$ cat config.mk
export PLATFORM = sky130hd
export DESIGN_NAME = bounded_integer_set_table_flat
export DESIGN_NICKNAME = d
export VERILOG_FILES = /design/src/rtl/core/bist_pkg.sv /design/src/rtl/core/bist_in_if.sv /design/src/rtl/core/bist_out_if.sv /design/src/rtl/core/bounded_integer_set_table.sv /design/src/rtl/core/bist_store.sv /design/src/rtl/core/bist_cmp.sv /design/src/rtl/core/bist_ctrl.sv /design/src/flat_wrapper.sv
export SDC_FILE = /design/constraint.sdc
export NUM_CORES = 1
export LEC_CHECK = 0
export BUFFER_PORTS_ARGS = -buffer_cell sky130_fd_sc_hd__buf_2
export CORE_AREA = 2 2 254 256
export CTS_CLUSTER_DIAMETER = 100
export DETAILED_ROUTE_END_ITERATION = 8
export DIE_AREA = 0 0 256 258
export GPL_TIMING_DRIVEN = 0
export HOLD_SLACK_MARGIN = 0.08
export PLACE_DENSITY = 0.68
export SYNTH_ARGS = -nofsm -noshare
export SYNTH_HDL_FRONTEND = slang
export SYNTH_SLANG_ARGS = --single-unit
$ cat constraint.sdc
create_clock -name clk_i -period 5.4 [get_ports clk_i]
set_clock_uncertainty 0.1 [all_clocks]
set_input_delay 1.08 -clock clk_i [delete_from_list [all_inputs] [get_ports clk_i]]
set_output_delay 1.08 -clock clk_i [all_outputs]
set_load 0.01 [all_outputs]
$ cat src/rtl/core/bist_pkg.sv
// Shared types and constants for the bounded integer set table.
package bist_pkg;

  localparam int unsigned DEPTH_DEF   = 16;
  localparam int unsigned CAP_RST_MAX = 16;
  localparam logic [4:0]  INIT_CAP_RST = 5'd16;

  typedef enum logic [2:0] {
    FN_INSERT = 3'd0,
    FN_REMOVE = 3'd1,
    FN_QUERY  = 3'd2,
    FN_ADJUST = 3'd3,
    FN_LIST   = 3'd4,
    FN_CLEAR  = 3'd5
  } func_e;

  typedef enum logic [2:0] {
    ST_ADDED      = 3'd0,
    ST_PRESENT    = 3'd1,
    ST_FULL       = 3'd2,
    ST_REMOVED    = 3'd3,
    ST_ABSENT     = 3'd4,
    ST_MEMBER     = 3'd5,
    ST_NOT_MEMBER = 3'd6,
    ST_DONE       = 3'd7
  } status_e;

  typedef struct packed {
    status_e            status;
    logic signed [31:0] element;
    logic               element_valid;
    logic [4:0]         count;
    logic [4:0]         capacity;
    logic               last;
  } res_t;

  typedef struct packed {
    logic eq;
    logic above_lo;
    logic below_hi;
  } cmp_t;

endpackage

$ cat src/rtl/core/bist_in_if.sv
// Operation channel: valid/ready handshake with the operation word.
interface bist_in_if;
  logic               valid;
  logic               ready;
  logic [2:0]         func;
  logic signed [31:0] value;
  logic signed [7:0]  delta;

  modport source (output valid, output func, output value, output delta, input ready);
  modport sink   (input valid, input func, input value, input delta, output ready);
endinterface

$ cat src/rtl/core/bist_out_if.sv
// Result channel: valid/ready handshake with the result word.
interface bist_out_if;
  logic               valid;
  logic               ready;
  logic [2:0]         status;
  logic signed [31:0] element;
  logic               element_valid;
  logic [4:0]         count;
  logic [4:0]         capacity;
  logic               last;

  modport source (output valid, output status, output element, output element_valid,
                  output count, output capacity, output last, input ready);
  modport sink   (input valid, input status, input element, input element_valid,
                  input count, input capacity, input last, output ready);
endinterface

$ cat src/rtl/core/bounded_integer_set_table.sv
// Bounded integer set table: up to DEPTH distinct signed 32-bit values with a
// count and a capacity, one operation per input word. The block takes one
// operation at a time and drops ready until its last result word is taken.
// All work goes through an entry store with one write and one read port, read
// one entry per cycle into one shared compare unit, so the store scan sets the
// timing. Insert, remove and query scan the stored entries; a hit ends the
// scan early. Adjust, clear and the unused codes answer without a scan.
// Listing selects the next smallest entry with a full scan per result word;
// an empty list answers without a scan. The clear value of the capacity comes
// from a 5-bit register written through cfg_we_i/cfg_wdata_i; the user must
// write it only while the block is idle, and the block itself does not
// enforce this. Values above DEPTH load DEPTH.
module bounded_integer_set_table #(
  parameter int unsigned DEPTH = bist_pkg::DEPTH_DEF
) (
  input  logic       clk_i,
  input  logic       rst_ni,
  input  logic       cfg_we_i,
  input  logic [4:0] cfg_wdata_i,
  bist_in_if.sink    in_if,
  bist_out_if.source out_if
);
  import bist_pkg::*;

  localparam int unsigned IW = $clog2(DEPTH);

  logic [4:0]         init_cap_q;
  res_t               res;
  cmp_t               cmp_res;
  logic               mem_we;
  logic [IW-1:0]      mem_waddr;
  logic signed [31:0] mem_wdata;
  logic [IW-1:0]      mem_raddr;
  logic signed [31:0] mem_rdata;
  logic signed [31:0] cmp_a;
  logic signed [31:0] cmp_lo;
  logic signed [31:0] cmp_hi;

  always_ff @(posedge clk_i or negedge rst_ni) begin
    if (!rst_ni) begin
      init_cap_q <= INIT_CAP_RST;
    end else if (cfg_we_i) begin
      init_cap_q <= cfg_wdata_i;
    end
  end

  bist_ctrl #(.DEPTH(DEPTH)) u_ctrl (
    .clk_i       (clk_i),
    .rst_ni      (rst_ni),
    .init_cap_i  (init_cap_q),
    .in_valid_i  (in_if.valid),
    .in_ready_o  (in_if.ready),
    .in_func_i   (in_if.func),
    .in_value_i  (in_if.value),
    .in_delta_i  (in_if.delta),
    .out_valid_o (out_if.valid),
    .out_ready_i (out_if.ready),
    .out_res_o   (res),
    .mem_we_o    (mem_we),
    .mem_waddr_o (mem_waddr),
    .mem_wdata_o (mem_wdata),
    .mem_raddr_o (mem_raddr),
    .mem_rdata_i (mem_rdata),
    .cmp_a_o     (cmp_a),
    .cmp_lo_o    (cmp_lo),
    .cmp_hi_o    (cmp_hi),
    .cmp_i       (cmp_res)
  );

  bist_store #(.DEPTH(DEPTH)) u_store (
    .clk_i   (clk_i),
    .we_i    (mem_we),
    .waddr_i (mem_waddr),
    .wdata_i (mem_wdata),
    .raddr_i (mem_raddr),
    .rdata_o (mem_rdata)
  );

  bist_cmp u_cmp (
    .a_i   (cmp_a),
    .lo_i  (cmp_lo),
    .hi_i  (cmp_hi),
    .res_o (cmp_res)
  );

  assign out_if.status        = res.status;
  assign out_if.element       = res.element;
  assign out_if.element_valid = res.element_valid;
  assign out_if.count         = res.count;
  assign out_if.capacity      = res.capacity;
  assign out_if.last          = res.last;

endmodule

$ cat src/rtl/core/bist_store.sv
// Entry store: one write port, one read port with registered read data.
module bist_store #(
  parameter int unsigned DEPTH = bist_pkg::DEPTH_DEF,
  localparam int unsigned IW   = $clog2(DEPTH)
) (
  input  logic               clk_i,
  input  logic               we_i,
  input  logic [IW-1:0]      waddr_i,
  input  logic signed [31:0] wdata_i,
  input  logic [IW-1:0]      raddr_i,
  output logic signed [31:0] rdata_o
);

  logic signed [31:0] mem [DEPTH];
  logic signed [31:0] rdata_q;

  always_ff @(posedge clk_i) begin
    if (we_i) begin
      mem[waddr_i] <= wdata_i;
    end
    rdata_q <= mem[raddr_i];
  end

  assign rdata_o = rdata_q;

endmodule

$ cat src/rtl/core/bist_cmp.sv
// Shared compare unit: equality and signed ordering against two references.
module bist_cmp (
  input  logic signed [31:0] a_i,
  input  logic signed [31:0] lo_i,
  input  logic signed [31:0] hi_i,
  output bist_pkg::cmp_t     res_o
);

  assign res_o.eq       = (a_i == lo_i);
  assign res_o.above_lo = (a_i > lo_i);
  assign res_o.below_hi = (a_i < hi_i);

endmodule

$ cat src/rtl/core/bist_ctrl.sv
// Sequencer: scans the store through the shared compare unit for insert, remove, query and list.
module bist_ctrl #(
  parameter int unsigned DEPTH = bist_pkg::DEPTH_DEF,
  localparam int unsigned IW   = $clog2(DEPTH),
  localparam int unsigned CW   = $clog2(DEPTH + 1)
) (
  input  logic               clk_i,
  input  logic               rst_ni,
  input  logic [4:0]         init_cap_i,
  input  logic               in_valid_i,
  output logic               in_ready_o,
  input  logic [2:0]         in_func_i,
  input  logic signed [31:0] in_value_i,
  input  logic signed [7:0]  in_delta_i,
  output logic               out_valid_o,
  input  logic               out_ready_i,
  output bist_pkg::res_t     out_res_o,
  output logic               mem_we_o,
  output logic [IW-1:0]      mem_waddr_o,
  output logic signed [31:0] mem_wdata_o,
  output logic [IW-1:0]      mem_raddr_o,
  input  logic signed [31:0] mem_rdata_i,
  output logic signed [31:0] cmp_a_o,
  output logic signed [31:0] cmp_lo_o,
  output logic signed [31:0] cmp_hi_o,
  input  bist_pkg::cmp_t     cmp_i
);
  import bist_pkg::*;

  localparam int unsigned AW = ((CW > 8) ? CW : 8) + 2;
  localparam logic [CW-1:0] CAP_RST =
    CW'((DEPTH < CAP_RST_MAX) ? DEPTH : CAP_RST_MAX);
  localparam logic signed [AW-1:0] DEPTH_S = AW'(DEPTH);
  localparam logic [CW+4:0] DEPTH_X = (CW+5)'(DEPTH);

  typedef enum logic [2:0] {
    S_IDLE, S_SCAN, S_DECIDE, S_MOVE, S_LSCAN, S_RESP
  } state_e;

  state_e             state_q, state_d;
  func_e              func_q, func_d;
  logic signed [31:0] val_q, val_d;
  logic [CW-1:0]      count_q, count_d;
  logic [CW-1:0]      cap_q, cap_d;
  logic [CW-1:0]      idx_q, idx_d;
  logic               chk_q, chk_d;
  logic [IW-1:0]      chk_idx_q, chk_idx_d;
  logic               hit_q, hit_d;
  logic [IW-1:0]      pos_q, pos_d;
  logic signed [31:0] prev_q, prev_d;
  logic               have_prev_q, have_prev_d;
  logic signed [31:0] best_q, best_d;
  logic               found_q, found_d;
  logic [CW-1:0]      emitted_q, emitted_d;
  logic               out_valid_q, out_valid_d;
  status_e            status_q, status_d;
  logic signed [31:0] elem_q, elem_d;
  logic               elem_vld_q, elem_vld_d;
  logic               last_q, last_d;

  logic               issuing;
  logic [CW-1:0]      cnt_dec;
  logic signed [AW-1:0] adj_sum;
  logic [CW-1:0]      adj_cap;
  logic [CW+4:0]      cfg_ext;
  logic [CW-1:0]      clr_cap;
  logic [CW+4:0]      cnt_ext;
  logic [CW+4:0]      cap_ext;

  assign issuing = (idx_q < count_q);
  assign cnt_dec = count_q - 1'b1;

  // Capacity adjust: add delta, hold at or above count, saturate at depth.
  assign adj_sum = $signed(AW'(cap_q)) + AW'(in_delta_i);
  always_comb begin
    priority if (adj_sum < $signed(AW'(count_q))) begin
      adj_cap = count_q;
    end else if (adj_sum > DEPTH_S) begin
      adj_cap = CW'(DEPTH);
    end else begin
      adj_cap = adj_sum[CW-1:0];
    end
  end

  assign cfg_ext = (CW+5)'(init_cap_i);
  assign clr_cap = (cfg_ext > DEPTH_X) ? CW'(DEPTH) : cfg_ext[CW-1:0];

  assign cmp_a_o  = mem_rdata_i;
  assign cmp_lo_o = (state_q == S_LSCAN) ? prev_q : val_q;
  assign cmp_hi_o = best_q;

  assign in_ready_o = (state_q == S_IDLE);

  always_comb begin
    state_d     = state_q;
    func_d      = func_q;
    val_d       = val_q;
    count_d     = count_q;
    cap_d       = cap_q;
    idx_d       = idx_q;
    chk_d       = chk_q;
    chk_idx_d   = chk_idx_q;
    hit_d       = hit_q;
    pos_d       = pos_q;
    prev_d      = prev_q;
    have_prev_d = have_prev_q;
    best_d      = best_q;
    found_d     = found_q;
    emitted_d   = emitted_q;
    out_valid_d = out_valid_q;
    status_d    = status_q;
    elem_d      = elem_q;
    elem_vld_d  = elem_vld_q;
    last_d      = last_q;
    mem_we_o    = 1'b0;
    mem_waddr_o = count_q[IW-1:0];
    mem_wdata_o = val_q;
    mem_raddr_o = idx_q[IW-1:0];

    unique case (state_q)
      S_IDLE: begin
        if (in_valid_i) begin
          func_d     = func_e'(in_func_i);
          val_d      = in_value_i;
          idx_d      = '0;
          chk_d      = 1'b0;
          hit_d      = 1'b0;
          status_d   = ST_DONE;
          elem_d     = '0;
          elem_vld_d = 1'b0;
          last_d     = 1'b1;
          unique case (func_e'(in_func_i))
            FN_INSERT, FN_REMOVE, FN_QUERY: begin
              state_d = S_SCAN;
            end
            FN_ADJUST: begin
              cap_d       = adj_cap;
              out_valid_d = 1'b1;
              state_d     = S_RESP;
            end
            FN_LIST: begin
              if (count_q == '0) begin
                out_valid_d = 1'b1;
                state_d     = S_RESP;
              end else begin
                emitted_d   = '0;
                have_prev_d = 1'b0;
                found_d     = 1'b0;
                state_d     = S_LSCAN;
              end
            end
            FN_CLEAR: begin
              count_d     = '0;
              cap_d       = clr_cap;
              out_valid_d = 1'b1;
              state_d     = S_RESP;
            end
            default: begin
              out_valid_d = 1'b1;
              state_d     = S_RESP;
            end
          endcase
        end
      end

      S_SCAN: begin
        // Read one entry a cycle; compare the word read last cycle.
        chk_d     = issuing;
        chk_idx_d = idx_q[IW-1:0];
        if (issuing) begin
          idx_d = idx_q + 1'b1;
        end
        priority if (chk_q && cmp_i.eq) begin
          hit_d   = 1'b1;
          pos_d   = chk_idx_q;
          chk_d   = 1'b0;
          state_d = S_DECIDE;
        end else if (!issuing && !chk_q) begin
          state_d = S_DECIDE;
        end else begin
          state_d = S_SCAN;
        end
      end

      S_DECIDE: begin
        out_valid_d = 1'b1;
        state_d     = S_RESP;
        unique case (func_q)
          FN_QUERY: begin
            status_d = hit_q ? ST_MEMBER : ST_NOT_MEMBER;
          end
          FN_INSERT: begin
            priority if (hit_q) begin
              status_d = ST_PRESENT;
            end else if (count_q >= cap_q) begin
              status_d = ST_FULL;
            end else begin
              mem_we_o = 1'b1;
              count_d  = count_q + 1'b1;
              status_d = ST_ADDED;
            end
          end
          FN_REMOVE: begin
            if (hit_q) begin
              // Fetch the last entry to fill the freed slot.
              count_d     = cnt_dec;
              mem_raddr_o = cnt_dec[IW-1:0];
              out_valid_d = 1'b0;
              state_d     = S_MOVE;
            end else begin
              cap_d    = count_q;
              status_d = ST_ABSENT;
            end
          end
          default: begin
            status_d = ST_DONE;
          end
        endcase
      end

      S_MOVE: begin
        mem_we_o    = 1'b1;
        mem_waddr_o = pos_q;
        mem_wdata_o = mem_rdata_i;
        cap_d       = count_q;
        status_d    = ST_REMOVED;
        out_valid_d = 1'b1;
        state_d     = S_RESP;
      end

      S_LSCAN: begin
        // Find the smallest entry above the one emitted last.
        chk_d     = issuing;
        chk_idx_d = idx_q[IW-1:0];
        if (issuing) begin
          idx_d = idx_q + 1'b1;
        end
        if (chk_q && (!have_prev_q || cmp_i.above_lo) && (!found_q || cmp_i.below_hi)) begin
          best_d  = mem_rdata_i;
          found_d = 1'b1;
        end
        if (!issuing && !chk_q) begin
          status_d    = ST_DONE;
          elem_d      = best_q;
          elem_vld_d  = 1'b1;
          last_d      = (emitted_q == cnt_dec);
          out_valid_d = 1'b1;
          state_d     = S_RESP;
        end
      end

      S_RESP: begin
        if (out_ready_i) begin
          out_valid_d = 1'b0;
          if (func_q == FN_LIST && !last_q) begin
            prev_d      = best_q;
            have_prev_d = 1'b1;
            emitted_d   = emitted_q + 1'b1;
            idx_d       = '0;
            chk_d       = 1'b0;
            found_d     = 1'b0;
            state_d     = S_LSCAN;
          end else begin
            state_d = S_IDLE;
          end
        end
      end

      default: begin
        state_d = S_IDLE;
      end
    endcase
  end

  always_ff @(posedge clk_i or negedge rst_ni) begin
    if (!rst_ni) begin
      state_q     <= S_IDLE;
      func_q      <= FN_INSERT;
      val_q       <= '0;
      count_q     <= '0;
      cap_q       <= CAP_RST;
      idx_q       <= '0;
      chk_q       <= 1'b0;
      chk_idx_q   <= '0;
      hit_q       <= 1'b0;
      pos_q       <= '0;
      prev_q      <= '0;
      have_prev_q <= 1'b0;
      best_q      <= '0;
      found_q     <= 1'b0;
      emitted_q   <= '0;
      out_valid_q <= 1'b0;
      status_q    <= ST_DONE;
      elem_q      <= '0;
      elem_vld_q  <= 1'b0;
      last_q      <= 1'b1;
    end else begin
      state_q     <= state_d;
      func_q      <= func_d;
      val_q       <= val_d;
      count_q     <= count_d;
      cap_q       <= cap_d;
      idx_q       <= idx_d;
      chk_q       <= chk_d;
      chk_idx_q   <= chk_idx_d;
      hit_q       <= hit_d;
      pos_q       <= pos_d;
      prev_q      <= prev_d;
      have_prev_q <= have_prev_d;
      best_q      <= best_d;
      found_q     <= found_d;
      emitted_q   <= emitted_d;
      out_valid_q <= out_valid_d;
      status_q    <= status_d;
      elem_q      <= elem_d;
      elem_vld_q  <= elem_vld_d;
      last_q      <= last_d;
    end
  end

  assign cnt_ext = (CW+5)'(count_q);
  assign cap_ext = (CW+5)'(cap_q);

  assign out_valid_o             = out_valid_q;
  assign out_res_o.status        = status_q;
  assign out_res_o.element       = elem_q;
  assign out_res_o.element_valid = elem_vld_q;
  assign out_res_o.count         = cnt_ext[4:0];
  assign out_res_o.capacity      = cap_ext[4:0];
  assign out_res_o.last          = last_q;

endmodule

$ cat src/flat_wrapper.sv
// flat-port wrapper written by rule: the top's interface ports become plain ports
module bounded_integer_set_table_flat import bist_pkg::*;
#(
  parameter int unsigned DEPTH = bist_pkg::DEPTH_DEF
)
  (clk_i, rst_ni, cfg_we_i, cfg_wdata_i, in_if_valid, in_if_func, in_if_value, in_if_delta, in_if_ready, out_if_valid, out_if_status, out_if_element, out_if_element_valid, out_if_count, out_if_capacity, out_if_last, out_if_ready);
  bist_in_if in_if_i ();
  bist_out_if out_if_i ();
  input  logic clk_i;
  input  logic rst_ni;
  input  logic cfg_we_i;
  input  logic [4:0] cfg_wdata_i;
  input wire logic [$bits(in_if_i.valid)-1:0] in_if_valid;
  input wire logic [$bits(in_if_i.func)-1:0] in_if_func;
  input wire logic [$bits(in_if_i.value)-1:0] in_if_value;
  input wire logic [$bits(in_if_i.delta)-1:0] in_if_delta;
  output wire logic [$bits(in_if_i.ready)-1:0] in_if_ready;
  output wire logic [$bits(out_if_i.valid)-1:0] out_if_valid;
  output wire logic [$bits(out_if_i.status)-1:0] out_if_status;
  output wire logic [$bits(out_if_i.element)-1:0] out_if_element;
  output wire logic [$bits(out_if_i.element_valid)-1:0] out_if_element_valid;
  output wire logic [$bits(out_if_i.count)-1:0] out_if_count;
  output wire logic [$bits(out_if_i.capacity)-1:0] out_if_capacity;
  output wire logic [$bits(out_if_i.last)-1:0] out_if_last;
  input wire logic [$bits(out_if_i.ready)-1:0] out_if_ready;
  assign in_if_i.valid = in_if_valid;
  assign in_if_i.func = in_if_func;
  assign in_if_i.value = in_if_value;
  assign in_if_i.delta = in_if_delta;
  assign in_if_ready = in_if_i.ready;
  assign out_if_valid = out_if_i.valid;
  assign out_if_status = out_if_i.status;
  assign out_if_element = out_if_i.element;
  assign out_if_element_valid = out_if_i.element_valid;
  assign out_if_count = out_if_i.count;
  assign out_if_capacity = out_if_i.capacity;
  assign out_if_last = out_if_i.last;
  assign out_if_i.ready = out_if_ready;
  bounded_integer_set_table #(.DEPTH(DEPTH)) u_core (.clk_i(clk_i), .rst_ni(rst_ni), .cfg_we_i(cfg_we_i), .cfg_wdata_i(cfg_wdata_i), .in_if(in_if_i), .out_if(out_if_i));
endmodule
==> qor.csv <==
metric,value,unit
initial_utilization,48.32,%
clock-sinks,721,
synth_async_sr_flop_share,24.55,%
final_area,35310,um^2
power.ir.vdd_worst,300.6,uV
postSynthAreaPerCell,13.57,um^2
synthDistinctLibCells,71,
timing.critical_path.buf_inv,3,
placed_cell_area,32870,um^2
rsz0062_at_grt,no,
run_status,finished clean,
worst_setup_hold_path_clk_slew,60,ps
rows,93,
clock_tree_from_tritoncts,done,
place_congestion,0.9267,
die_x,256,um
chipHeight,258,um
p_leak,13.32,nW
worst_path_largest_cell_delay,620,ps
fp.coreArea,63650,um^2
grt-ovfl-total,0,
post-route-drc-count,0,
max_cap_violations,0,
global_route.usage.total,22.62,%
setup-tns-final,0,ps
post_detailed_routing_wire_length,74230,um
final_period_minus_worst_setup_slack,5140,ps
netlist_area,30760,um^2
worstSetupStartpointType,flip-flop,
syn-instance-count,2266,
vias_in_the_first_global_route,19540,
clockRootBuffer,clkbuf_16,
crit_chain,inv_1 > nor3_4 > clkbuf_1 > mux2i_1 > ha_1 > and4_1 > nand4_1 > nor3_2 > nor2_1 > o211a_1 > o32ai_2 > buf_2 > mux2_2,
synth_edf_count,512,
final_critical_path_setup_slack,260.5,ps
period_share,95.18,%
type_of_the_worst_min_delay_path,in2async,
crit_path_max_fanout,10,
place.detailed.hpwl,53610,um
sequential_cell_area,20450,um^2
critical_path_class,reg2reg,
clkLatencyLatePin,620,ps
synthMostInstantiatedCell,edfxtp_1,
detail_route.first_pass.iterations,5,
io_pins,102,
yosysSeqAreaShare,66.49,%
grt_start_max_net_pins,121,
pwr_density_cell,526.5,nW/um^2
synthFlopType,edfxtp_1,
timing.final.hold_violations,0,
crit_path_top_delay_cell,clkbuf_1,
layout-area-overhead-vs-synth,14.79,%
vias,19290,
synthTopCellsByCount,"edfxtp_1, nand2_1, dfrtp_1, nand3_1, o21ai_0",
drive_gt1_share,17.78,%
synth_fp_nets,2405,
yosys.area.top_type_share,49.99,%
worst_slew_pin_slew,1362,ps
place_ws,-260.1,ps
detail_route.iter0.violations,1911,
detail-route-antenna-nets,0,
endpoint_kind,flip-flop,
ys_seq_elements,721,
antenna_cells,0,
route.detailed.vias_per_inst,5.717,
cts_max_path_buffers,3,
multiInputGateArea,9677,um^2
setup_viol,0,
final_max_slew_viol_count,0,
antenna_found_initial,0,
layout.filler_cells,5115,
data_required_time_at_the_worst_endpoint,5800,ps
timing.fmax,194.6,MHz
cts-buffers-inserted,74,
critical_path_arrival,5540,ps
synth_largest_area_cell,edfxtp_1,
netlist_top_cells_area,"edfxtp_1, dfrtp_1, nand2_1",
die_area,66050,um^2
critPathTopFamily,simple AND/OR/NAND/NOR gates,
wire_length_of_the_first_global_routing_pass,114300,um
h-tree-depth,3,
timing.slew.headroom,8.244,%
place.port_buffers,99,
route.detailed.wl_per_inst,22.00,um
synth.yosys.warnings,0,
final_nets,2600,
[registers in the layout (all words and copies together), names as in the netlist, 4 cells and up]
| signal | flops |
|---|---|
| u_core.u_ctrl.pos_q | 4 |
| u_core.u_ctrl.elem_q | 32 |
| u_core.u_ctrl.cmp_hi_o | 32 |
| u_core.u_ctrl.cap_q | 5 |
| u_core.u_store.mem | 512 |
| u_core.u_store.rdata_o | 32 |
| u_core.u_ctrl.count_q | 5 |
| u_core.u_ctrl.chk_idx_q | 4 |
| u_core.u_ctrl.emitted_q | 5 |
| u_core.u_ctrl.val_q | 32 |
| u_core.u_ctrl.prev_q | 32 |
| u_core.init_cap_q | 5 |
| u_core.u_ctrl.idx_q | 5 |
[cell type report]
cell class                      instances  share of cell area [%]
Timing Repair Buffer                  119                   2.686
Sequential cell                       721                   57.93
Buffer                                113                   1.598
Clock inverter                         28                  0.8505
Tap cell                              855                   3.030
Clock buffer                          106                   5.925
Multi-Input combinational cell       1378                   27.41
Inverter                               54                  0.5741
[final timing paths]
| check | start | end | slack [ps] | depth (start not counted) |
|---|---|---|---|---|
| worst min register to register | u_core.u_ctrl.elem_vld_q$_DFFE_PN0P_ | u_core.u_ctrl.elem_vld_q$_DFFE_PN0P_ | 380 | 1 |
| worst min-delay path | rst_ni | u_core.init_cap_q[0]$_DFFE_PN0P_ | 280 | 1 |
| min in group clk_i | u_core.u_ctrl.elem_vld_q$_DFFE_PN0P_ | u_core.u_ctrl.elem_vld_q$_DFFE_PN0P_ | 380 | 1 |
| worst max register to register | u_core.u_ctrl.state_q[2]$_DFFE_PN0P_ | u_core.u_ctrl.cmp_hi_o[15]$_DFFE_PN0P_ | 260 | 13 |
| max in group asynchronous | rst_ni | u_core.u_ctrl.elem_q[21]$_DFFE_PN0P_ | 3950 | 2 |
| worst max-delay path | u_core.u_ctrl.state_q[2]$_DFFE_PN0P_ | u_core.u_ctrl.cmp_hi_o[15]$_DFFE_PN0P_ | 260 | 13 |
[worst reg2reg max path, cell delays in order (launching register included)]
cell      delay [ps]
dfrtp_1          400
inv_1            160
nor3_4           530
clkbuf_1         630
mux2i_1          190
ha_1             380
and4_1           250
nand4_1          260
nor3_2           500
nor2_1           100
o211a_1          160
o32ai_2          610
buf_2            380
mux2_2           370
[metrics by stage]
step | hold slack, ps | instances | utilization, % | power (W)
detailed placement | 366.0 | 3238 | 51.64 | 0.01361
global placement | 358.1 | 3220 | 50.78 | 0.01336
global route | 311.1 | 3374 | 55.47 | 0.01959
floorplan | 340.6 | 2266 | - | 0.01155
CTS | 286.9 | 3372 | 55.42 | 0.01863
finish | 284.5 | 3374 | 55.47 | 0.01859
[routing by layer]
| metal | track usage, % | wire length [um] |
|---|---|---|
| met5 | 0 | 0 |
| met4 | 8.496 | 2079 |
| met3 | 3.308 | 4542 |
| met2 | 37.88 | 36220 |
| met1 | 30.17 | 31390 |
[report_power, final]
| part | switching, W | total, W | leakage, nW | internal [W] |
|---|---|---|---|---|
| registers | 0.000659 | 0.00768 | 7.13 | 0.00703 |
| clock network | 0.00214 | 0.00501 | 1.17 | 0.00287 |
| logic | 0.00365 | 0.00590 | 5.02 | 0.00225 |
| total | 0.00645 | 0.0186 | 13.3 | 0.0121 |
[timing repair]
item | CTS | global route
buffers inserted | 0 | 2
hold buffers | 0 | 0
pin swaps | 0 | 1
setup endpoints to repair | 314 | 157
resized for setup | 3 | 1
[layout by cell type, fill, tap and decap left out, types with 74 or more instances in the layout]
cell       synthesis  layout
mux2_2            81      81
nand2_1          443     443
buf_2             19     117
edfxtp_1         512     512
o21ai_0          106     104
clkbuf_16          0      74
ha_1              85      85
clkbuf_1          70      90
nand3_1          146     146
dfrtp_1          171     171
[logic make-up after synthesis]
family / after synthesis / synth area share, %
and+or+nand+nor: 756 / 11.02
DFF: 721 / 66.49
AOI/OAI and AO/OA: 334 / 7.025
muxes: 186 / 8.986
buffers and inverters: 167 / 2.494
adders and majority gates: 86 / 3.523
xor gates and xnor gates: 16 / 0.4556
(Power assumes the default switching activity.)
